==> config.mk <==
export PLATFORM = sky130hd
export DESIGN_NAME = dmcm_ram
export DESIGN_NICKNAME = d
export VERILOG_FILES = /design/src/hdl/dmcm_ram.sv
export SDC_FILE = /design/constraint.sdc
export NUM_CORES = 2
export LEC_CHECK = 0
export BUFFER_PORTS_ARGS = -buffer_cell sky130_fd_sc_hd__buf_2
export CAP_MARGIN = 0
export CORE_MARGIN = 8
export CORE_UTILIZATION = 63
export CTS_CLUSTER_DIAMETER = 30
export DETAILED_ROUTE_END_ITERATION = 6
export PLACE_DENSITY = 0.79
export RECOVER_POWER = 100
export SLEW_MARGIN = 20
export SYNTH_ARGS = -nofsm -noshare
export SYNTH_HDL_FRONTEND = slang
export SYNTH_SLANG_ARGS = --single-unit
==> constraint.sdc <==
create_clock -name clock -period 2.8 [get_ports clock]
set_input_delay 0.56 -clock clock [delete_from_list [all_inputs] [get_ports clock]]
set_output_delay 0.56 -clock clock [all_outputs]
set_load 0.05 [all_outputs]
==> src/hdl/dmcm_ram.sv <==
// ----------------------------------------------------------------------------
// dmcm_ram
// Generic simple dual-port RAM: one write port, one read port, registered read.
// ----------------------------------------------------------------------------
module dmcm_ram #(
   parameter int WIDTH = 8,
   parameter int DEPTH = 256
) (
   input  logic                                   clock,
   input  logic                                   wr_en,
   input  logic [(DEPTH > 1 ? $clog2(DEPTH) : 1)-1:0] wr_addr,
   input  logic [WIDTH-1:0]                       wr_data,
   input  logic [(DEPTH > 1 ? $clog2(DEPTH) : 1)-1:0] rd_addr,
   output logic [WIDTH-1:0]                       rd_data
);

   logic [WIDTH-1:0] mem_ff [DEPTH];
   logic [WIDTH-1:0] rd_data_ff;

   always_ff @(posedge clock) begin
      if (wr_en) begin
         mem_ff[wr_addr] <= wr_data;
      end
      rd_data_ff <= mem_ff[rd_addr];
   end

   assign rd_data = rd_data_ff;

endmodule

Word-level counts from Yosys, hierarchy flattened:

Memories as Yosys holds them, arrays and structs flattened. A register that Yosys moved wholly into a read port is not among the register bits.
Index checks and enable logic that the tools add are counted.

* mux-type cells: 2

Operators with widths (count)
* 2-to-1 mux 1 bit: 2

* register bits after elaboration: 0
* memory bits (writable): 2048
* input port bits: 26
* output and inout bits: 8
* logic and storage cells: 3
* memories kept: 1

Memories
* mem_ff: depth 256, width 8, read ports 1, clocked after Yosys merged registers in 1, write ports 1, RTL line 17 `logic [WIDTH-1:0] mem_ff [DEPTH];`

Logic depth before layout (Yosys ltp):

* depth in word-level cells: 2
* gate-level depth with buffers: 11
* mapped depth without buffers: 6

Least setup slack after synthesis:

OpenSTA, ideal clock, no wires.

* path kind: input -> register
* from: in rd_addr[0] in the netlist's numbering
* to: reg rd_data_ff[2] (netlist: rd_data[2]) (read register of mem_ff)
* setup time: 0.131 ns
* arrival time: 2.367 ns
* required time: 2.669 ns
* setup slack: 0.302 ns
* stages: 9
* path buffers: 4
* path through: buf_6 buf_12 buf_8 buf_2 mux4_2 a22oi_1 a21oi_1 nor4_1 nor4_2

RTL lines
* start: declaration: RTL line 13 `input logic [(DEPTH > 1 ? $clog2(DEPTH) : 1)-1:0] rd_addr,`
* end: declaration: RTL line 18 `logic [WIDTH-1:0] rd_data_ff;`

Worst setup path in the final report:

* from: in wr_addr[2] in the netlist's numbering
* to: mem mem_ff[74][0], enable pin

RTL lines
* start: declaration: RTL line 11 `input logic [(DEPTH > 1 ? $clog2(DEPTH) : 1)-1:0] wr_addr,`
* end: declaration: RTL line 17

No word-level cell before the write port.

==> flow_summary_export.csv <==
group,metric,value,unit
outcome,status,"finished, violations left",
outcome,violations,"capacitance limit, slew limit, setup timing",
route,drtPass1Iterations,6,
synth,syn-num-nets,3759,
synth,synth-async-reset-ratio,0,%
clock_network,cts_tree,"built",
clock_network,clock-sinks,2056,
synth,synth_ff_type,"edfxtp_1",
floorplanning,num_io_pins,34,
clock_network,clk_latency,0.94,ns
synth,synth_cells,3733,
synth,yosysTopAreaCellShare,77.3,%
synth,synth_top_family_by_area,"multiplexers",
setup_path,crit_path_start,"wr_addr[2]",
clock_network,cts_made_buffers,344,
global_route,grt_pass1_wl,347,mm
setup_path,critPathArrivalTime,3.49,ns
placement,gp_congestion,0.894,
synth,synth_common_cells,"2048 x edfxtp_1, 454 x mux4_2, 282 x nor2_1, 134 x mux2i_1, 133 x a22oi_1",
synth,synth_compound_area_share,3.42,%
timing,rsz0062_at_grt,"no",
timing,setup_viol,169,
setup_path,critPathMaxFanout,14,
synth,yosysWarnings,0,
placement,port_buffers,33,
layout,syn2layout_area_growth,21.3,%
timing,post-route-min-period,2.93,ns
timing,hold_viol_final,0,
synth,muxShareOfSynthArea,14.6,%
route,vias,47200,
power_and_ir_drop,vdd_ir_drop_max,0.839,mV
layout,nFillCells,5857,
timing,fmax,0.341,GHz
setup_path,worst_r2r_path_depth,6,
synth,synth_simple_gate_area_share,2.63,%
timing,tightest_slew,2.89,ns
floorplanning,start_util,63.4,%
floorplanning,row_count,130,
global_route,grt_max_degree,94,
route,drtIter0Drc,8443,
synth,synth_area_leaders,"edfxtp_1 77%, mux4_2 13%, mux2i_1 1.7%",
synth,syn_area,79600,µm²
global_route,grt_pass1_vias,48500,
global_route,antenna_found_initial,12,
synth,ys_seq_area_share,77.5,%
clock_network,postCtsSetupBuffers,0,
clock_network,ctsLongestPathBuffers,4,
setup_path,path_class,"in -> reg",
clock_network,cts_hold_buffers,0,
timing,skew,0.0723,ns
global_route,busiest_layer,"met2",
worst_hold_path,holdPathStages,3,
synth,ys_types,55,
synth,synth_most_common_cell,"edfxtp_1",
synth,synth_area_leader_cell,"edfxtp_1",
setup_path,worstReg2RegStart,"mem_ff[211][7]",
setup_path,end_kind,"flip-flop",
global_route,track_usage,35.5,%
layout,final_util,77.0,%
global_route,grtUsageMet3,11.1,%
setup_path,reg2reg_to,"rd_data[7]",
global_route,gr-total-overflow,0,
timing,max_slew_margin,-92.6,%
timing,worst_slack,-0.131,ns
clock_network,cts_root_buf,"clkbuf_16",
layout,drive_above_1_share,29.7,%
power_and_ir_drop,p_per_area,827,nW/µm²
route,wl_per_cell,37.6,µm
worst_hold_path,min-delay-start,"wr_addr[3]",
synth,synth_adder_area_share,0,%
synth,synth-edff-count,2048,
floorplanning,coreArea,125000,µm²
timing,slew_violations,742,
floorplanning,die_h,371,µm
setup_path,r2r_slack,0.03,ns
synth,syn_avg_cell_area,21.3,µm²
route,via_per_inst,7.27,
route,drt-total-wl,244,mm
layout,fin_cells,6496,
worst_hold_path,min_to,"mem_ff[206][6]",
job,drv_cap,13,
placement,dp_hpwl,130,mm
layout,finalNetCount,4595,
clock_network,cts-htree-levels,5,
worst_hold_path,hp-class,"in -> reg",
synth,ys_ff_latch,2056,
clock_network,clk_pin_slew_worst_paths,0.06,ns
global_route,use_met1,43.9,%
setup_path,startpoint_type,"primary input",
timing,finalCritPeriodShare,105,%
setup_path,crit_required,3.36,ns
route,drc,0,
global_route,use_met2,55.6,%
placement,dp.cells,5873,
route,ant_nets,0,
floorplanning,die-area,138000,µm²
floorplanning,die_x,371,µm
power_and_ir_drop,power.leakage,31.4,nW
synth,synth_xor_area_share,0,%
-- where the power goes --
| group | switching (W) | internal [W] |
|---|---|---|
| Combinational | 0.00243 | 0.00136 |
| Sequential | 0.0000767 | 0.0340 |
| Clock | 0.0157 | 0.0263 |
| Total | 0.0182 | 0.0617 |
-- sequential cells by signal, summed over array words and instances, names as in the netlist --
signal,cells
mem_ff,2048
rd_data,8
-- logic make-up (layout without fill, tap and decap cells) --
family | after synthesis | after routing
and+or+nand+nor | 466 | 466
other | 0 | 11
DFF | 2056 | 2056
AOI/OAI and AO/OA | 385 | 385
muxes | 591 | 591
buffers and inverters | 235 | 1337
-- cells in the final DEF, fill, tap and decap left out, drive strengths merged, types with 4 or more instances in the layout --
cell      count
edfxtp     2048
clkbuf      747
mux4        456
buf         362
nor2        282
mux2i       134
a22oi       133
clkinv      100
a21oi        96
inv          57
o221ai       47
bufinv       35
nand3        34
clkinvlp     34
nand2        33
nor2b        31
o22ai        28
nor4         27
nor3         22
a211oi       16
a221oi       14
o21ai        12
diode        11
nand4        10
o211ai       10
nand2b        8
a22o          8
dfxtp         8
and2          6
o22a          5
o32ai         5
a2111oi       5
or2           4
-- cell type report --
| cell class | instances | area, µm² | area share [%] |
|---|---|---|---|
| Timing Repair Buffer | 723 | 4940 | 5.12 |
| Antenna cell | 11 | 27.5 | 0.0285 |
| Multi-Input combinational cell | 1442 | 16500 | 17.1 |
| Tap cell | 1650 | 2060 | 2.14 |
| Inverter | 2 | 7.51 | 0.00778 |
| Sequential cell | 2056 | 61700 | 63.9 |
| Clock buffer | 388 | 8900 | 9.22 |
| Clock inverter | 224 | 2440 | 2.53 |
-- worst max-delay path by stage --
stage                          to  slack, ns  cells past startpoint
floorplan              rd_data[2]       0.30                      9
global placement       rd_data[2]      -0.75                     11
detailed placement     rd_data[2]      -0.80                     11
CTS                    rd_data[3]      0.008                      9
global route           rd_data[2]       0.02                     11
finish              mem_ff[74][0]      -0.13                      7
-- per-layer routing --
metal / up-vias / share of wire [%]
met1: 23500 / 31
li1: 17500 / -
met4: 4 / 7.2
met2: 5049 / 47
met5: - / 0.011
met3: 1147 / 15
-- metrics by stage --
step	hold slack (ns)	setup slack (ns)	setup TNS, ns	cell area [µm²]	total power (W)
floorplan	0.659	0.302	0	79600	0.0363
global placement	0.886	-0.752	-4.39	86500	0.0381
detailed placement	0.909	-0.801	-4.67	86500	0.0382
CTS	0.00431	0.00836	0	97900	0.0798
global route	0.377	0.0184	0	96500	0.0811
finish	0.417	-0.131	-5.94	96500	0.0799
-- timing repair --
action                                  in CTS  in global routing
pin swaps                                    0                  0
endpoints found under the setup margin       1                  3
resized for setup                            1                  3
cloned                                       0                  0
-- critical path, stage by stage --
cell and delay [ns]:
clkbuf_1 0.35, nor2b_1 0.32, clkbuf_1 0.45, nand3_1 0.21, clkbuf_2 0.64, nor2_1 0.36, clkbuf_1 0.54
Note: power is estimated with default switching activity, not from simulation.
